`src/hw/rtl/lpg_pkg.sv`:
```
// ----------------------------------------------------------------------------
// lpg_pkg
// Shared codes, widths and types of the line pixel generator.
// ----------------------------------------------------------------------------
package lpg_pkg;

   // Command codes carried in req_tuser
   localparam logic CMD_START = 1'b0;
   localparam logic CMD_STEP  = 1'b1;

   // Per-axis step direction, two's complement -1, 0, +1
   typedef enum logic [1:0] {
      DIR_NONE = 2'b00,
      DIR_INC  = 2'b01,
      DIR_DEC  = 2'b11
   } dir_type;

   localparam int COLOR_BITS      = 16;
   localparam int ROW_OFFSET_BITS = 10;
   localparam logic [ROW_OFFSET_BITS-1:0] ROW_OFFSET_RESET = 10'd20;

   // Register file: one register, word addressed
   localparam int CSR_DATA_BITS = 32;
   localparam int CSR_ADDR_BITS = 3;
   localparam logic [0:0] REG_ROW_OFFSET = 1'b0;

endpackage

```
`src/hw/rtl/lpg_csr.sv`:
```
// ----------------------------------------------------------------------------
// lpg_csr
// APB-style register port holding the row offset.
// ----------------------------------------------------------------------------
module lpg_csr import lpg_pkg::*; (
   input  logic                       clock,
   input  logic                       reset,
   input  logic                       csr_psel,
   input  logic                       csr_penable,
   input  logic                       csr_pwrite,
   input  logic [CSR_ADDR_BITS-1:0]   csr_paddr,
   input  logic [CSR_DATA_BITS-1:0]   csr_pwdata,
   output logic [CSR_DATA_BITS-1:0]   csr_prdata,
   output logic                       csr_pready,
   output logic [ROW_OFFSET_BITS-1:0] row_offset
);

   logic [ROW_OFFSET_BITS-1:0] row_offset_ff;
   logic [ROW_OFFSET_BITS-1:0] row_offset_in;
   logic [0:0]                 reg_index;
   logic                       write_hit;

   assign csr_pready = 1'b1;
   assign reg_index  = csr_paddr[CSR_ADDR_BITS-1:2];
   assign write_hit  = csr_psel && csr_penable && csr_pwrite && csr_pready;

   always_comb begin
      row_offset_in = row_offset_ff;
      if (write_hit && (reg_index == REG_ROW_OFFSET)) begin
         row_offset_in = csr_pwdata[ROW_OFFSET_BITS-1:0];
      end
   end

   always_ff @(posedge clock) begin
      if (reset) begin
         row_offset_ff <= ROW_OFFSET_RESET;
      end else begin
         row_offset_ff <= row_offset_in;
      end
   end

   always_comb begin
      csr_prdata = '0;
      if (reg_index == REG_ROW_OFFSET) begin
         csr_prdata = CSR_DATA_BITS'(row_offset_ff);
      end
   end

   assign row_offset = row_offset_ff;

endmodule

```
`src/hw/rtl/lpg_core.sv`:
```
// ----------------------------------------------------------------------------
// lpg_core
// Line state and one-pixel-per-beat error-accumulator step.
// ----------------------------------------------------------------------------
module lpg_core import lpg_pkg::*; #(
   parameter int COORD_BITS = 10
) (
   input  logic                       clock,
   input  logic                       reset,
   input  logic                       req_valid,
   output logic                       req_ready,
   input  logic                       req_command,
   input  logic [COORD_BITS-1:0]      req_x_start,
   input  logic [COORD_BITS-1:0]      req_y_start,
   input  logic [COORD_BITS-1:0]      req_x_end,
   input  logic [COORD_BITS-1:0]      req_y_end,
   input  logic [COLOR_BITS-1:0]      req_color,
   input  logic [ROW_OFFSET_BITS-1:0] row_offset,
   output logic                       res_valid,
   input  logic                       res_ready,
   output logic [COORD_BITS-1:0]      res_pixel_x,
   output logic [COORD_BITS:0]        res_pixel_y,
   output logic [COLOR_BITS-1:0]      res_pixel_color,
   output logic                       res_last
);

   localparam int SUM_BITS = ((COORD_BITS > ROW_OFFSET_BITS) ? COORD_BITS : ROW_OFFSET_BITS) + 1;

   logic [COORD_BITS-1:0] cur_x_ff, cur_x_in, cur_y_ff, cur_y_in;
   logic [COORD_BITS:0]   err_x_ff, err_x_in, err_y_ff, err_y_in;
   logic [COORD_BITS-1:0] abs_dx_ff, abs_dx_in, abs_dy_ff, abs_dy_in;
   logic [COORD_BITS-1:0] span_ff, span_in;
   dir_type               dir_x_ff, dir_x_in, dir_y_ff, dir_y_in;
   logic [COORD_BITS:0]   pixels_left_ff, pixels_left_in;
   logic [COLOR_BITS-1:0] line_color_ff, line_color_in;
   logic                  busy_ff, busy_in;

   logic                  accept;
   logic [COORD_BITS-1:0] mag_x, mag_y, span_new;
   dir_type               dir_new_x, dir_new_y;
   logic [COORD_BITS:0]   sum_x, sum_y, span_wide;
   logic [SUM_BITS-1:0]   row_sum;

   function automatic logic [COORD_BITS-1:0] axis_mag(input logic [COORD_BITS-1:0] a,
                                                      input logic [COORD_BITS-1:0] b);
      logic [COORD_BITS-1:0] m;
      m = (b > a) ? (b - a) : (a - b);
      return m;
   endfunction

   function automatic dir_type axis_dir(input logic [COORD_BITS-1:0] a,
                                        input logic [COORD_BITS-1:0] b);
      dir_type d;
      if (b > a) begin
         d = DIR_INC;
      end else if (b == a) begin
         d = DIR_NONE;
      end else begin
         d = DIR_DEC;
      end
      return d;
   endfunction

   function automatic logic [COORD_BITS-1:0] axis_move(input logic [COORD_BITS-1:0] c,
                                                       input dir_type d);
      logic [COORD_BITS-1:0] r;
      case (d)
         DIR_INC: r = c + COORD_BITS'(1);
         DIR_DEC: r = c - COORD_BITS'(1);
         default: r = c;
      endcase
      return r;
   endfunction

   assign req_ready = res_ready;
   assign accept    = req_valid && req_ready;

   assign mag_x     = axis_mag(req_x_start, req_x_end);
   assign mag_y     = axis_mag(req_y_start, req_y_end);
   assign dir_new_x = axis_dir(req_x_start, req_x_end);
   assign dir_new_y = axis_dir(req_y_start, req_y_end);
   assign span_new  = (mag_x > mag_y) ? mag_x : mag_y;

   assign span_wide = {1'b0, span_ff};
   assign sum_x     = err_x_ff + {1'b0, abs_dx_ff};
   assign sum_y     = err_y_ff + {1'b0, abs_dy_ff};

   always_comb begin
      cur_x_in       = cur_x_ff;
      cur_y_in       = cur_y_ff;
      err_x_in       = err_x_ff;
      err_y_in       = err_y_ff;
      abs_dx_in      = abs_dx_ff;
      abs_dy_in      = abs_dy_ff;
      span_in        = span_ff;
      dir_x_in       = dir_x_ff;
      dir_y_in       = dir_y_ff;
      pixels_left_in = pixels_left_ff;
      line_color_in  = line_color_ff;
      busy_in        = busy_ff;
      if (accept && (req_command == CMD_START)) begin
         // Load a new line; any running line is dropped
         cur_x_in       = req_x_start;
         cur_y_in       = req_y_start;
         err_x_in       = '0;
         err_y_in       = '0;
         abs_dx_in      = mag_x;
         abs_dy_in      = mag_y;
         span_in        = span_new;
         dir_x_in       = dir_new_x;
         dir_y_in       = dir_new_y;
         pixels_left_in = {1'b0, span_new} + (COORD_BITS+1)'(2);
         line_color_in  = req_color;
         busy_in        = 1'b1;
      end else if (accept && busy_ff) begin
         err_x_in = sum_x;
         err_y_in = sum_y;
         if (sum_x > span_wide) begin
            err_x_in = sum_x - span_wide;
            cur_x_in = axis_move(cur_x_ff, dir_x_ff);
         end
         if (sum_y > span_wide) begin
            err_y_in = sum_y - span_wide;
            cur_y_in = axis_move(cur_y_ff, dir_y_ff);
         end
         if (pixels_left_ff != '0) begin
            pixels_left_in = pixels_left_ff - (COORD_BITS+1)'(1);
         end
         busy_in = (pixels_left_in != '0);
      end
   end

   always_ff @(posedge clock) begin
      if (reset) begin
         busy_ff        <= 1'b0;
         pixels_left_ff <= '0;
      end else begin
         busy_ff        <= busy_in;
         pixels_left_ff <= pixels_left_in;
      end
      cur_x_ff      <= cur_x_in;
      cur_y_ff      <= cur_y_in;
      err_x_ff      <= err_x_in;
      err_y_ff      <= err_y_in;
      abs_dx_ff     <= abs_dx_in;
      abs_dy_ff     <= abs_dy_in;
      span_ff       <= span_in;
      dir_x_ff      <= dir_x_in;
      dir_y_ff      <= dir_y_in;
      line_color_ff <= line_color_in;
   end

   assign row_sum         = SUM_BITS'(cur_y_ff) + SUM_BITS'(row_offset);
   assign res_valid       = accept && (req_command == CMD_STEP) && busy_ff;
   assign res_pixel_x     = cur_x_ff;
   assign res_pixel_y     = row_sum[COORD_BITS:0];
   assign res_pixel_color = line_color_ff;
   assign res_last        = (pixels_left_ff == (COORD_BITS+1)'(1));

   a_busy_count: assert property (@(posedge clock) disable iff (reset)
      busy_ff == (pixels_left_ff != '0))
      else $error("busy flag disagrees with pixel count");

   a_last_ends: assert property (@(posedge clock) disable iff (reset)
      (res_valid && res_last) |=> !busy_ff)
      else $error("line still busy after its last pixel");

   a_err_bound: assert property (@(posedge clock) disable iff (reset)
      busy_ff |-> ((err_x_ff <= span_wide) && (err_y_ff <= span_wide)))
      else $error("error accumulator above span");

endmodule

```
`src/hw/rtl/lpg_skid.sv`:
```
// ----------------------------------------------------------------------------
// lpg_skid
// Two-entry output register that parts the result stream from the core.
// ----------------------------------------------------------------------------
module lpg_skid #(
   parameter int DATA_BITS = 38
) (
   input  logic                 clock,
   input  logic                 reset,
   input  logic                 in_valid,
   output logic                 in_ready,
   input  logic [DATA_BITS-1:0] in_data,
   output logic                 out_valid,
   input  logic                 out_ready,
   output logic [DATA_BITS-1:0] out_data
);

   logic                 main_valid_ff, main_valid_in;
   logic                 skid_valid_ff, skid_valid_in;
   logic [DATA_BITS-1:0] main_data_ff, main_data_in;
   logic [DATA_BITS-1:0] skid_data_ff, skid_data_in;
   logic                 take;

   assign in_ready = !skid_valid_ff;
   assign take     = main_valid_ff && out_ready;

   always_comb begin
      main_valid_in = main_valid_ff;
      skid_valid_in = skid_valid_ff;
      main_data_in  = main_data_ff;
      skid_data_in  = skid_data_ff;
      if (skid_valid_ff) begin
         if (take) begin
            main_data_in  = skid_data_ff;
            skid_valid_in = 1'b0;
         end
      end else if (in_valid) begin
         if (!main_valid_ff || take) begin
            main_data_in  = in_data;
            main_valid_in = 1'b1;
         end else begin
            skid_data_in  = in_data;
            skid_valid_in = 1'b1;
         end
      end else if (take) begin
         main_valid_in = 1'b0;
      end
   end

   always_ff @(posedge clock) begin
      if (reset) begin
         main_valid_ff <= 1'b0;
         skid_valid_ff <= 1'b0;
      end else begin
         main_valid_ff <= main_valid_in;
         skid_valid_ff <= skid_valid_in;
      end
      main_data_ff <= main_data_in;
      skid_data_ff <= skid_data_in;
   end

   assign out_valid = main_valid_ff;
   assign out_data  = main_data_ff;

   a_skid_order: assert property (@(posedge clock) disable iff (reset)
      skid_valid_ff |-> main_valid_ff)
      else $error("skid entry held without a head entry");

   a_skid_hold: assert property (@(posedge clock) disable iff (reset)
      (main_valid_ff && !out_ready) |=> (main_valid_ff && $stable(main_data_ff)))
      else $error("stalled result changed");

endmodule

```
`src/hw/rtl/line_pixel_generator_top.sv`:
```
// ----------------------------------------------------------------------------
// line_pixel_generator_top
// Line rasteriser: start beats load a line, step beats return its pixels.
// ----------------------------------------------------------------------------
// Usage:
//   req_* is the command stream. req_tuser selects the command: start loads
//   both endpoints and the colour from req_tdata and returns nothing; step
//   returns the next pixel of the running line on rsp_*. A step while no line
//   is running is taken and dropped. A line gives span+2 pixels, span being
//   the larger of the two axis deltas; rsp_tlast marks the final one.
//   csr_* is an APB-style port with one register, row_offset at byte address
//   0, added to every emitted row.
// Timing:
//   One beat per clock on req_*, sustained while rsp_tready is high: the step is
//   a single pass of adds and compares on the line state registers. A pixel is
//   registered in the two-entry output register before it appears on rsp_*.
// Stall:
//   When rsp_tready is low the result is held; one more step is absorbed by
//   the skid entry, then req_tready drops until the receiver drains.
// Reset:
//   Synchronous; the block comes up idle with row_offset at 20.
// ----------------------------------------------------------------------------
module line_pixel_generator_top import lpg_pkg::*; #(
   parameter int COORD_BITS = 10
) (
   input  logic                     clock,
   input  logic                     reset,
   // Command stream
   input  logic                     req_tvalid,
   output logic                     req_tready,
   // tdata, lowest bit up: x_start, y_start, x_end, y_end, color, zero fill
   input  logic [((4*COORD_BITS + COLOR_BITS + 7) / 8) * 8 - 1:0] req_tdata,
   // tuser: command
   input  logic [0:0]               req_tuser,
   // Pixel stream
   output logic                     rsp_tvalid,
   input  logic                     rsp_tready,
   // tdata, lowest bit up: pixel_x, pixel_y, pixel_color, zero fill
   output logic [((2*COORD_BITS + 1 + COLOR_BITS + 7) / 8) * 8 - 1:0] rsp_tdata,
   output logic                     rsp_tlast,
   // Register port
   input  logic                     csr_psel,
   input  logic                     csr_penable,
   input  logic                     csr_pwrite,
   input  logic [CSR_ADDR_BITS-1:0] csr_paddr,
   input  logic [CSR_DATA_BITS-1:0] csr_pwdata,
   output logic [CSR_DATA_BITS-1:0] csr_prdata,
   output logic                     csr_pready
);

   localparam int IN_FIELD_BITS  = 4*COORD_BITS + COLOR_BITS;
   localparam int OUT_FIELD_BITS = 2*COORD_BITS + 1 + COLOR_BITS;
   localparam int OUT_DATA_BITS  = ((OUT_FIELD_BITS + 7) / 8) * 8;
   localparam int SKID_BITS      = OUT_FIELD_BITS + 1;

   logic [ROW_OFFSET_BITS-1:0] row_offset;
   logic                       res_valid, res_ready, res_last;
   logic [COORD_BITS-1:0]      res_pixel_x;
   logic [COORD_BITS:0]        res_pixel_y;
   logic [COLOR_BITS-1:0]      res_pixel_color;
   logic [SKID_BITS-1:0]       skid_in_data, skid_out_data;

   lpg_csr u_csr (
      .clock       (clock),
      .reset       (reset),
      .csr_psel    (csr_psel),
      .csr_penable (csr_penable),
      .csr_pwrite  (csr_pwrite),
      .csr_paddr   (csr_paddr),
      .csr_pwdata  (csr_pwdata),
      .csr_prdata  (csr_prdata),
      .csr_pready  (csr_pready),
      .row_offset  (row_offset)
   );

   // Unpack the command fields; the zero fill above them is not looked at
   lpg_core #(.COORD_BITS(COORD_BITS)) u_core (
      .clock           (clock),
      .reset           (reset),
      .req_valid       (req_tvalid),
      .req_ready       (req_tready),
      .req_command     (req_tuser[0]),
      .req_x_start     (req_tdata[COORD_BITS-1:0]),
      .req_y_start     (req_tdata[2*COORD_BITS-1:COORD_BITS]),
      .req_x_end       (req_tdata[3*COORD_BITS-1:2*COORD_BITS]),
      .req_y_end       (req_tdata[4*COORD_BITS-1:3*COORD_BITS]),
      .req_color       (req_tdata[IN_FIELD_BITS-1:4*COORD_BITS]),
      .row_offset      (row_offset),
      .res_valid       (res_valid),
      .res_ready       (res_ready),
      .res_pixel_x     (res_pixel_x),
      .res_pixel_y     (res_pixel_y),
      .res_pixel_color (res_pixel_color),
      .res_last        (res_last)
   );

   // Carry the last flag above the packed fields through the output register
   assign skid_in_data = {res_last, res_pixel_color, res_pixel_y, res_pixel_x};

   lpg_skid #(.DATA_BITS(SKID_BITS)) u_skid (
      .clock     (clock),
      .reset     (reset),
      .in_valid  (res_valid),
      .in_ready  (res_ready),
      .in_data   (skid_in_data),
      .out_valid (rsp_tvalid),
      .out_ready (rsp_tready),
      .out_data  (skid_out_data)
   );

   assign rsp_tdata = OUT_DATA_BITS'(skid_out_data[OUT_FIELD_BITS-1:0]);
   assign rsp_tlast = skid_out_data[SKID_BITS-1];

endmodule

```
`config.mk`:
```
export PLATFORM = sky130hd
export DESIGN_NAME = line_pixel_generator_top
export DESIGN_NICKNAME = d
export VERILOG_FILES = /design/src/hw/rtl/lpg_pkg.sv /design/src/hw/rtl/lpg_csr.sv /design/src/hw/rtl/lpg_core.sv /design/src/hw/rtl/lpg_skid.sv /design/src/hw/rtl/line_pixel_generator_top.sv
export SDC_FILE = /design/constraint.sdc
export NUM_CORES = 1
export LEC_CHECK = 0
export ABC_AREA = 1
export BUFFER_PORTS_ARGS = -buffer_cell sky130_fd_sc_hd__clkbuf_2
export CAP_MARGIN = 20
export CORE_MARGIN = 5
export CORE_UTILIZATION = 45
export CTS_CLUSTER_DIAMETER = 200
export DETAILED_ROUTE_END_ITERATION = 10
export PLACE_DENSITY = 0.65
export SYNTH_ARGS = -nofsm -noshare
export SYNTH_HDL_FRONTEND = slang
export SYNTH_SLANG_ARGS = --single-unit
```
`constraint.sdc`:
```
create_clock -name clock -period 6.5 [get_ports clock]
set_clock_uncertainty 0.2 [all_clocks]
set_input_delay 0.325 -clock clock [delete_from_list [all_inputs] [get_ports clock]]
set_output_delay 0.325 -clock clock [all_outputs]
set_load 0.01 [all_outputs]
```
Word-level counts from Yosys, hierarchy flattened
Cells that the tools add are included.
- memory bits (writable): 0
- output and inout port bits: 76
- memories: 0
- word-level logic and storage cells: 111
- bits in registers: 192
- bits in read-only memories: 0
- latch bits: 0
- order comparisons: 5
- bitwise logic cells: 4
- reductions and logical operators: 27
- multipliers: 0
- shift-type cells: 0
- muxes and demuxes: 34
- add/subtract/negate cells: 15
- equal/unequal tests: 9
- divide/modulo/power cells: 0
- operators with widths (cell ; number):
    $mux W38 ; 4
    $mux W10 ; 10
    $mux W11 ; 7
    $pmux W10 S2 ; 2
    $sub A10 B10 Y10 ; 4
    $gt A10 B10 Y1 ; 3
    $add A11 B10 Y11 ; 2
    $gt A11 B10 Y1 ; 2
    $reduce_bool A11 Y1 ; 2
    $sub A11 B10 Y11 ; 2
    $add A10 B1 Y10 const B ; 2
    $eq A10 B10 Y1 ; 2
    $sub A10 B1 Y10 const B ; 2
    $reduce_and A3 Y1 ; 5
    $reduce_bool A2 Y1 ; 6
    $add A10 B10 Y11 ; 1
    $add A10 B2 Y11 const B ; 1
    $eq A11 B1 Y1 const B ; 1
    $sub A11 B1 Y11 const B ; 1
    $logic_and A1 B1 Y1 ; 9
    $mux W1 ; 9
    $reduce_bool A3 Y1 ; 2
    $eq A2 B1 Y1 const B ; 2
    $eq A2 B2 Y1 const B ; 2
    6 further kinds ; 11

Logic depth before layout (Yosys ltp)
Gate-level depths: netlist (run 1).
- word-level depth: 8
- gate-level depth with buffers: 35
- depth with buffers taken out: 32

Modules after synthesis
Synthesis (run 1) repeated with hierarchy kept, for this count alone.
- cells, all modules: 1509
- area total of the unflattened synthesis: 12882.4 sq um
- modules (own cells, without submodules) (module ; seq. area each (sq um) ; instances ; cells an instance ; area each (sq um)):
    lpg_core ; 2782.7 ; 1 ; 1173 ; 9247.6
    lpg_skid ; 2322.2 ; 1 ; 221 ; 2900.3
    lpg_csr ; 200.2 ; 1 ; 111 ; 708.2
    line_pixel_generator_top ; 0.0 ; 1 ; 4 ; 26.3

Least setup slack after synthesis (run 1)
No wires, ideal clock.
- path kind: register -> register
- start point: reg u_core.abs_dy_ff[0]
- end point: reg u_core.cur_y_ff[0] (enable)
- data required time: 5909 ps
- clock period less this slack: 4172 ps
- arrival time: 3581 ps
- buffers on the path: 1
- cell stages (with the launch flop): 17
- path slack: 2328 ps
- library setup time: 391 ps
- path through: edfxtp_1 -> ha_1 -> fa_1 -> xor2_1 -> ha_1 -> nand3_1 -> nand2_1 -> a21oi_1 -> o21ai_0 -> a21boi_0 -> o21ai_0 -> nand2_1 -> inv_1 -> o21ai_0 -> and2_1 -> clkbuf_1 -> o21ai_0
- cells in the longest elaborated chain, start to end: 4
- ends and longest elaborated chain (item ; line ; text):
    from (decl) ; lpg_core.sv:31 ; logic [COORD_BITS-1:0] abs_dx_ff, abs_dx_in, abs_dy_ff, abs_dy_in;
    from (signal assigned) ; lpg_core.sv:146 ; abs_dy_ff <= abs_dy_in;
    $add A11 B10 Y11 ; lpg_core.sv:86 ; assign sum_y = err_y_ff + {1'b0, abs_dy_ff};
    $gt A11 B10 Y1 ; lpg_core.sv:122 ; if (sum_y > span_wide) begin
    $reduce_bool A2 Y1 (no source line) ; n/a ;
    $reduce_and A3 Y1 (no source line) ; n/a ;
    to (signal assigned) ; lpg_core.sv:142 ; cur_y_ff <= cur_y_in;
    to (decl) ; lpg_core.sv:29 ; logic [COORD_BITS-1:0] cur_x_ff, cur_x_in, cur_y_ff, cur_y_in;
Every way passes these cells.
A chain may end at the register's enable or synchronous reset.

Worst setup path in the final report (run 1)
- start point: in req_tdata[12]
- end point: reg u_core.pixels_left_ff[9]
- cells in the longest elaborated chain, start to end: 6
- elaborated cells on any way between the ends: 8
- classes of those cells: 3 x add/sub; 2 x order compare; 3 x mux
- ends and longest elaborated chain (item ; line ; text):
    from (decl) ; line_pixel_generator_top.sv:32 ; input logic [((4*COORD_BITS + COLOR_BITS + 7) / 8) * 8 - 1:0] req_tdata,
    $sub A10 B10 Y10 / $gt A10 B10 Y1 (equally long branches) ; lpg_core.sv:47 ; m = (b > a) ? (b - a) : (a - b);
    $mux W10 * ; lpg_core.sv:47 ;
    net u_core.mag_y[8] ; lpg_core.sv:39 ; logic [COORD_BITS-1:0] mag_x, mag_y, span_new;
    $gt A10 B10 Y1 ; lpg_core.sv:82 ; assign span_new = (mag_x > mag_y) ? mag_x : mag_y;
    $mux W10 * ; lpg_core.sv:82 ;
    $add A10 B2 Y11 * ; lpg_core.sv:112 ; pixels_left_in = {1'b0, span_new} + (COORD_BITS+1)'(2);
    $mux W11 * ; lpg_core.sv:101 ; if (accept && (req_command == CMD_START)) begin
    to (signal assigned) ; lpg_core.sv:139 ; pixels_left_ff <= pixels_left_in;
    to (decl) ; lpg_core.sv:34 ; logic [COORD_BITS:0] pixels_left_ff, pixels_left_in;
Mark *: on every way through the listed nets, which the timed path passes. The rest lies on a longest branch.

==> impl_metrics.yaml, run 1 <==
yosys:
  synth-async-reset-ratio_pct: 0
  syn-cell-area_um2: 12630
  yosys.area.top_type: "edfxtp_1"
  ys_seq_area_share_pct: 42.00
  synth_area_leaders: "edfxtp_1 35%, ha_1 11%, nand2_1 10%"
  synth_top_area_share_pct: 34.71
  synth_cell_type_count: 54
  yosys_warnings: 0
  synth-edff-count: 146
  synth-seq-cells: 192
  synth_ff_type: "edfxtp_1"
  avgSynthCellArea_um2: 8.593
  synthCells: 1470
finish:
  final_cell_mix: "337 x nand2_1, 202 x inv_1, 146 x edfxtp_1"
  syn_to_final_growth_pct: 14.88
  fin_cells: 2005
  drive_above_1_share_pct: 13.53
  final_nets: 1839
  mostFrequentLayoutCell: "nand2_1"
floorplanning:
  die_w_um: 177.5
  die_h_um: 177.5
  die_area_um2: 31520
  core_um2: 27780
  num_io_pins: 175
  rows: 61
  initial_core_util_pct: 45.47
detailed_routing:
  via_per_inst: 5.000
  detail_route.wl_per_cell_um: 15.00
  dr_wl_met2_um: 14030
  wl_met1_um: 14130
  drtIter0Drc: 608
  first_pass_iters: 5
  drc: 0
  ant_nets: 0
  routed_wl_um: 30070
  vias: 10030
  wl_met3_um: 1459
  routed.top_layer: "met5"
critical_path:
  slowest_delay_ps: 530
  start_kind: "primary input"
  end_kind: "register"
  crit_top_cell: "inv_1"
  rr_startpoint: "u_core.abs_dx_ff[0]"
  arrival_ps: 5230
  path_buf_inv: 8
  crit_required_ps: 6640
  path_class: "in2reg"
  crit_fanout: 12
  crit_slowest_cell: "o21ai_0"
  critPathLaunch: "req_tdata[12]"
  critical-path-top-delay-family: "simple AND/OR/NAND/NOR gates"
sta:
  period_share_pct: 78.29
  hold_violations: 0
  finalSetupViolCount: 0
  tightest_slew_ps: 901.6
  finalCriticalPeriod_ps: 5089
  rsz0062_at_grt: "no"
  whs_ps: 10.22
  setup-tns-final_ps: 0
  worst_slew_margin_rel_pct: 39.90
  fmax_mhz: 196.5
  slew_viol_final: 0
placement:
  dp_cells: 1944
  dp.final_hpwl_um: 22480
  port_buffers: 124
  gp_congestion: 0.8664
cts:
  cts_hold_buffers: 26
  cts_max_path_buffers: 2
  htreeDepth: 4
  cts_resized: 0
  path_clk_slew_ps: 90
  postCtsSetupBuffers: 0
  cts_sinks: 192
  clock_latency_ps: 440
  cts_tree: "yes"
  cts_root_buf: "clkbuf_16"
  cts_buffers: 17
grt:
  grt_pass1_wl_um: 47580
  grt_pass1_vias: 9532
  grt_usage_pct: 18.94
  grt_max_degree: 80
  antenna_found_initial: 1
  grt.overflow.total: 0
hold_path:
  hp-class: "in2reg"
  min-delay-start: "csr_pwdata[5]"
job:
  maxCapViolCount: 0
power:
  leakagePower_uw: 0.006851
  p_per_area_nw_per_um2: 329.3
  ir_drop_v: 0.0001726
status:
  outcome: "finished clean"
[path summary, 6_finish.rpt]
path	slack, ps	to	depth (start not counted)
max	1410	u_core.pixels_left_ff[9]	28
max reg2reg	1990	u_core.res_pixel_x[6]	19
min reg2reg	260	u_skid.skid_data_ff[35]	0
min	10	u_csr.row_offset[5]	3
[synth_stat cells (all sizes together) (23+ instances only)]
master and number:
nor2 89, xnor2 23, o21ai 111, inv 206, a21oi 104, clkbuf 24
dfxtp 46, edfxtp 146, buf 35, xor2 46, nand2 366, nand3 53
ha 116
[per-stage QoR]
| step | instance area (um2) | util [%] | total power [uW] | setup WS (ps) |
|---|---|---|---|---|
| 2_1_floorplan | 12720 | - | 3181 | 2328 |
| 3_3_place_gp | 13530 | 48.72 | 3555 | 1513 |
| 3_5_place_dp | 13530 | 48.72 | 3602 | 1470 |
| 4_1_cts | 14460 | 52.05 | 4793 | 1447 |
| 5_1_grt | 14510 | 52.22 | 5174 | 1115 |
| 6_report | 14510 | 52.23 | 4778 | 1411 |
[flip-flops by register name, summed over array words and instances (netlist names), 2 cells and up]
register and flops:
u_csr.row_offset 10, u_core.res_pixel_x 10, u_skid.out_data 38, u_core.err_x_ff 11, u_core.err_y_ff 11, u_core.cur_y_ff 10
u_core.res_pixel_color 16, u_core.abs_dy_ff 10, u_core.dir_y_ff 2, u_core.pixels_left_ff 11, u_core.abs_dx_ff 10, u_core.dir_x_ff 2
u_skid.skid_data_ff 38, u_core.span_ff 10
[cell families (layout without fill, tap and decap cells)]
| logic type | after synthesis | count (layout) | synth area share (%) |
|---|---|---|---|
| multiplexers | 3 | 3 | 0.2377 |
| AND/OR/NAND/NOR | 542 | 542 | 18.96 |
| flip-flops | 192 | 192 | 42.00 |
| other | 2 | 27 | 0.05945 |
| buffers and inverters | 266 | 398 | 8.954 |
| adder cells (fa/ha/maj) | 127 | 127 | 13.23 |
| XOR/XNOR | 69 | 69 | 4.784 |
| AO/OA/AOI/OAI | 269 | 269 | 11.78 |
[layout make-up]
cell class	instances	area [um2]
multi-input combinational	1036	6306
sequential	192	5305
antenna	1	2.502
timing repair buffer	159	980.9
inverter	207	777.0
clock inverter	15	241.5
clock buffer	17	425.4
fill	2612	13270
tap	378	473.0
[where the power goes]
| part | total (uW) | switching, uW | internal (uW) |
|---|---|---|---|
| clock | 1170 | 608 | 560 |
| combinational | 2080 | 1330 | 756 |
| sequential | 1530 | 65.6 | 1460 |
[routing by layer]
layer,up-vias,track usage (%)
met5,-,0
li1,5118,-
met3,29,2.791
met4,2,4.544
met1,4655,25.68
met2,222,32.10
[worst register-to-register path: cells and delay by family, from the launching register on]
kind            cells  cell delay, ps
simple gates        9            1390
fa+ha+maj           3            1000
compound gates      5             900
flops               1             400
xor+xnor            1             180
buf+inv             1              80
No activity file was read; power rests on OpenSTA's default activity.
==> run 2: changes to the inputs <==
- ABC_AREA: 1 -> 0
- PLACE_DENSITY: 0.65 -> 0.67
- clock period: 6.5 -> 4.5 ns (I/O delays scaled with it)
==> run 2 against run 1 <==
  * Via count fell by 0.65%
  * Flip-flop and latch count did not move
  * Cell count decreased by 5.6%
  * Clock-buffer cell count did not move
  * Design area grew 6.3%
  * Register-to-register slack worse by 1800 ps
  * Power is 57% higher
  * Synthesized cell count shrank 13%
  * Wire length rose by 1.3%
  * Sequential share of layout area down 2.2 points
  * Clock power increased by 38%
  * Worst setup slack worse by 1200 ps
  * Critical endpoint is now u_core.res_pixel_x[1]
==> impl_metrics.yaml, run 2 <==
sta:
  whs_ps: 5.682
  slew_viol_final: 0
  setup-tns-final_ps: 0
  fmax_mhz: 232.5
  finalCriticalPeriod_ps: 4301
  tightest_slew_ps: 939.7
  period_share_pct: 95.57
  finalSetupViolCount: 0
  worst_slew_margin_rel_pct: 37.35
  hold_violations: 0
cts:
  cts_tree: "yes"
  clock_latency_ps: 440
  path_clk_slew_ps: 80
  cts_sinks: 192
  htreeDepth: 4
  cts_max_path_buffers: 2
  cts_root_buf: "clkbuf_16"
  cts_buffers: 17
hold_path:
  hp-class: "in2reg"
  min-delay-start: "req_tdata[13]"
detailed_routing:
  ant_nets: 0
  drc: 0
  detail_route.wl_per_cell_um: 16.10
  vias: 9961
  via_per_inst: 5.262
  drtIter0Drc: 631
  routed_wl_um: 30480
  first_pass_iters: 5
yosys:
  syn-cell-area_um2: 12700
  ys_seq_area_share_pct: 41.76
  synth_top_family_by_area: "compound AO/OA/AOI/OAI gates"
  synth_common_cells: "146 x edfxtp_1, 129 x inv_1, 117 x a21oi_1"
  synthCells: 1275
  synth_ff_type: "edfxtp_1"
  yosys_warnings: 0
  synth_xor_area_share_pct: 5.506
  synth_cell_type_count: 71
  synth-seq-cells: 192
  synth-async-reset-ratio_pct: 0
  yosys.area_share.simple_pct: 11.74
  synth_mux_area_share_pct: 5.673
  synth-edff-count: 146
  synth_top_area_share_pct: 34.51
  yosys.area.top_type: "edfxtp_1"
  avgSynthCellArea_um2: 9.963
  synth_compound_area_share_pct: 15.31
  synth_area_leaders: "edfxtp_1 35%, ha_1 11%, dfxtp_1 7.2%"
  synth.most_common_cell: "edfxtp_1"
  synth_fa_ha_area_share_pct: 13.25
grt:
  grt_pass1_vias: 9774
  grt_usage_pct: 19.08
  antenna_found_initial: 2
  grt_max_degree: 51
  grt.overflow.total: 0
  grt_pass1_wl_um: 48650
critical_path:
  arrival_ps: 4290
  end_kind: "register"
  crit_required_ps: 4490
  path_class: "reg2reg"
  critPathLaunch: "u_core.abs_dx_ff[0]"
  start_kind: "register"
  rr_startpoint: "u_core.abs_dx_ff[0]"
  crit_fanout: 10
floorplanning:
  die_h_um: 178.0
  die_area_um2: 31690
  core_um2: 27860
  die_w_um: 178.0
  num_io_pins: 175
  rows: 61
  initial_core_util_pct: 45.60
finish:
  syn_to_final_growth_pct: 21.45
  final_cell_mix: "146 x edfxtp_1, 127 x inv_1, 123 x clkbuf_2"
  diodes: 0
  mostFrequentLayoutCell: "edfxtp_1"
  fillers: 2441
  final_nets: 1728
  drive_above_1_share_pct: 21.85
power:
  p_seq_share_pct: 29.9
  p_per_area_nw_per_um2: 486.6
  ir_drop_v: 0.0002487
  p_clk_share_pct: 21.4
  p_int_uw: 4582
  netSwitchingFraction_pct: 38.97
  p_switching_uw: 2926
  leakagePower_uw: 0.006776
  pwr-share-comb_pct: 48.7
placement:
  gp_congestion: 0.9018
  port_buffers: 124
  dp.final_hpwl_um: 22900
job:
  maxCapViolCount: 0
status:
  outcome: "finished clean"
-- run 2: power by group through the flow --
stage | sequential [uW] | combinational (uW) | clock [uW]
final | 2250 | 3650 | 1610
after floorplan | 2260 | 2590 | 0
after global routing | 2270 | 4080 | 1720
after CTS | 2250 | 3500 | 1640
after detailed placement | 2290 | 3450 | 0
after global placement | 2280 | 3370 | 0
-- run 2: metrics by stage --
| stage | power [uW] | cells | worst slack [ps] | area [um2] | util, % |
|---|---|---|---|---|---|
| floorplan | 4848 | 1299 | 2.659 | 12840 | - |
| global placement | 5650 | 1814 | -101.6 | 14190 | 50.92 |
| detailed placement | 5736 | 1814 | -248.7 | 14190 | 50.92 |
| CTS | 7385 | 1888 | 15.46 | 15240 | 54.72 |
| global route | 8064 | 1893 | -59.17 | 15430 | 55.38 |
| finish | 7508 | 1893 | 199.1 | 15430 | 55.38 |
-- run 2: worst paths after layout --
path	to	cells past startpoint	slack, ps
worst max-delay path	u_core.res_pixel_x[1]	18	200
worst min-delay path	u_core.cur_y_ff[3]	3	6
worst max register to register	u_core.res_pixel_x[1]	18	200
worst min register to register	u_skid.skid_data_ff[24]	0	250
-- run 2: repair_timing --
action                                  in CTS  in global routing
buffers inserted                             0                  5
hold buffers                                42                  0
hold endpoints to repair                    42                  0
pin swaps                                    0                 14
endpoints found under the setup margin      10                 43
cloned                                       0                  1
gates resized for setup                      1                 34
-- run 2: layer usage --
layer,vias up,track usage [%],routed length [um]
met5,-,0,38
met4,4,5.801,680
met3,46,2.734,1262
met2,254,32.48,14820
met1,4713,25.25,13680
li1,4944,-,-
-- run 2: kinds of logic after synthesis --
| kind of cell | Yosys count |
|---|---|
| other | 2 |
| flip-flops | 192 |
| AND/OR/NAND/NOR | 304 |
| multiplexers | 67 |
| AO/OA/AOI/OAI | 310 |
| adder cells (fa/ha/maj) | 128 |
| XOR/XNOR | 79 |
| buffers and inverters | 193 |
-- run 2: layout make-up --
class                           count  area [um2]  share of cell area, %
Multi-Input combinational cell    914        6839                  44.33
Sequential cell                   192        5306                  34.39
Timing Repair Buffer              247        1687                  10.93
Inverter                          130       488.0                  3.163
Tap cell                          378       473.0                  3.065
Clock buffer                       17       425.4                  2.757
Clock inverter                     15       210.2                  1.362
-- run 2: worst max-delay path: stages (launching register included) --
cell	delay, ps
edfxtp_1	390
ha_1	240
fa_1	410
a21o_1	200
a21oi_2	180
o21bai_1	100
a21oi_2	160
o21bai_1	110
a21o_1	210
xor2_1	170
ha_1	330
nand4_1	110
or3_4	400
nand3_1	90
a21oi_1	60
nor3b_2	180
buf_4	150
nor2_2	70
a21o_4	290
==> run 3: changes to the inputs <==
- SYNTH_HIERARCHICAL: unset -> 1
==> run 3 against run 2 <==
  * The run now ends with negative setup slack left
  * Non-clock buffer count increased by 74
  * Flip-flop and latch count unchanged
  * Critical endpoint is now u_core/pixels_left_ff[9]
  * Cell count increased by 0.95%
  * Design area increased by 4.4%
  * Worst hold slack better by 22 ps
  * Highest routed layer unchanged
  * Sequential power shrank 3%
  * Power shrank 1.2%
  * Largest cell class unchanged
  * Via count fell by 1.1%
==> impl_metrics.yaml, run 3 <==
status:
  outcome: "complete, but fails checks"
  failed_checks: "negative setup slack"
hold_path:
  hold_depth: 3
  whs_endpoint: "u_core/err_x_ff[10]"
  min-delay-start: "req_tvalid"
  hp-class: "in2reg"
yosys:
  ys_seq_area_share_pct: 41.56
  yosys.area.top_type: "edfxtp_1"
  avgSynthCellArea_um2: 10.50
  synth-async-reset-ratio_pct: 0
  synthCells: 1216
  synth_area_leaders: "edfxtp_1 34%, ha_1 11%, dfxtp_1 7.2%"
  synth_ff_type: "edfxtp_1"
  synth-seq-cells: 192
  yosys_warnings: 6
  synth_cell_type_count: 80
  synth-edff-count: 146
  syn-cell-area_um2: 12760
  synth_top_area_share_pct: 34.35
  synth_common_cells: "147 x inv_1, 146 x edfxtp_1, 117 x ha_1"
  synth.most_common_cell: "inv_1"
placement:
  gp_congestion: 0.8914
  placed_area_um2: 14750
  dp_cells: 1828
  port_buffers: 124
  dp.final_hpwl_um: 23010
detailed_routing:
  drtIter0Drc: 637
  drc: 0
  detail_route.wl_per_cell_um: 16.36
  via_per_inst: 5.154
  ant_nets: 0
  vias: 9850
  routed_wl_um: 31260
  first_pass_iters: 5
sta:
  rsz0062_at_grt: "yes"
  setup_slack_ps: -429.3
  slew_viol_final: 0
  period_share_pct: 109.5
  fmax_mhz: 202.9
  whs_ps: 27.37
  finalCriticalPeriod_ps: 4929
  finalSetupViolCount: 15
  tightest_slew_ps: 778.5
  worst_slew_margin_rel_pct: 48.10
  hold_violations: 0
cts:
  cts_sinks: 192
  htreeDepth: 4
  clock_latency_ps: 440
  cts_tree: "yes"
  path_clk_slew_ps: 90
  cts_root_buf: "clkbuf_16"
  cts_buffers: 17
  cts_max_path_buffers: 2
floorplanning:
  core_um2: 27860
  die_h_um: 178.4
  die_area_um2: 31830
  num_io_pins: 175
  initial_core_util_pct: 45.82
  die_w_um: 178.4
  rows: 61
finish:
  syn_to_final_growth_pct: 26.22
  utilization_pct: 57.83
  final_cell_mix: "154 x buf_4, 146 x edfxtp_1, 143 x inv_1"
  drive_above_1_share_pct: 28.46
  mostFrequentLayoutCell: "buf_4"
  final-seq-area_um2: 5306
  fillers: 2316
  final_nets: 1746
  multi_input_area_um2: 6869
  fin_cells: 1911
  stdcell_area_um2: 16110
power:
  leakagePower_uw: 0.007240
  p_per_area_nw_per_um2: 460.4
  p_total_uw: 7416
  ir_drop_v: 0.0003009
grt:
  grt.overflow.total: 0
  grt_pass1_wl_um: 49100
  grt_max_degree: 78
  antenna_found_initial: 2
  grt_usage_pct: 19.35
  grt_pass1_vias: 9829
critical_path:
  path_class: "in2reg"
  crit_required_ps: 4640
  path_buf_inv: 4
  rrSetupSlack_ps: 210
  crit_fanout: 4
  critical-path-top-delay-family: "compound AO/OA/AOI/OAI gates"
  r2r-end: "u_core/err_x_ff[0]"
  crit_slowest_cell: "a221o_2"
  slowest_delay_ps: 390
  start_kind: "primary input"
  rr_startpoint: "u_core/abs_dx_ff[0]"
  end_kind: "register"
  r2r_cells: 17
  arrival_ps: 5070
  critPathLaunch: "req_tdata[20]"
  crit_top_cell: "a21o_1"
job:
  maxCapViolCount: 0
[run 3: changes by cell type after synthesis, sizes merged, moves of 7 or more]
cell    previous run  this run
inv              130       147
mux2i             27        48
xor2              24        17
nand2b            12        21
a21oi            117        93
nand2             99        51
[run 3: timing repair]
item,in CTS,in global routing
buffers inserted,10,7
hold buffers,33,0
hold endpoints to repair,34,0
gates cloned,0,0
gates resized for setup,20,38
pin swaps,26,11
setup endpoints to repair,24,59
[run 3: final cells by class]
cell class                 count  area share (%)
multi-input combinational    840           42.64
sequential                   192           32.94
timing repair buffer         321           14.06
inverter                     147           3.503
tap                          378           2.936
clock buffer                  17           2.641
clock inverter                15           1.266
antenna                        1         0.01553
[run 3: kinds of logic (layout without fill, tap and decap cells)]
family / Yosys count / count (layout) / synth area share [%]
adder cells (fa/ha/maj): 129 / 129 / 13.28
AO/OA/AOI/OAI: 284 / 284 / 14.31
other: 3 / 27 / 0.08822
XOR/XNOR: 73 / 73 / 5.186
flip-flops: 192 / 192 / 41.56
buffers and inverters: 207 / 500 / 7.656
multiplexers: 90 / 90 / 8.558
AND/OR/NAND/NOR: 238 / 238 / 9.352
[run 3: worst reg2reg max path: cells and delay by family (launching register included)]
kind,cells,cell delay [ps]
AOI/OAI and AO/OA,8,1410
adders and majority gates,3,1030
and+or+nand+nor,3,670
DFF,1,420
buffers and inverters,1,220
muxes,1,130
xor gates and xnor gates,1,110
[run 3: worst max-delay path by stage]
stage          cells past startpoint                  endpoint
2_1_floorplan                     27  u_core/pixels_left_ff[9]
3_3_place_gp                      26  u_core/pixels_left_ff[7]
3_5_place_dp                      26  u_core/pixels_left_ff[7]
4_1_cts                           26  u_core/pixels_left_ff[9]
5_1_grt                           26  u_core/pixels_left_ff[9]
6_report                          25  u_core/pixels_left_ff[9]
[run 3: per-layer routing]
layer  routed length (um)  share of wire (%)  vias up  track usage (%)
met5                   34               0.11        -                0
met4                  578                1.8        4            5.213
met3                 1513                4.8       43            3.455
met2                15020                 48      235            32.77
met1                14110                 45     4677            25.60
li1                     -                  -     4891                -
[run 3: power breakdown]
group	switching, uW	internal (uW)
clock	811	772
sequential	95.1	2100
combinational	1890	1750
[run 3: through the flow]
step,TNS (ps),worst slack (ps)
2_1_floorplan,-5225,-775.4
3_3_place_gp,-11700,-918.7
3_5_place_dp,-15240,-1148
4_1_cts,-1682,-366.0
5_1_grt,-6880,-623.2
6_report,-3275,-429.3
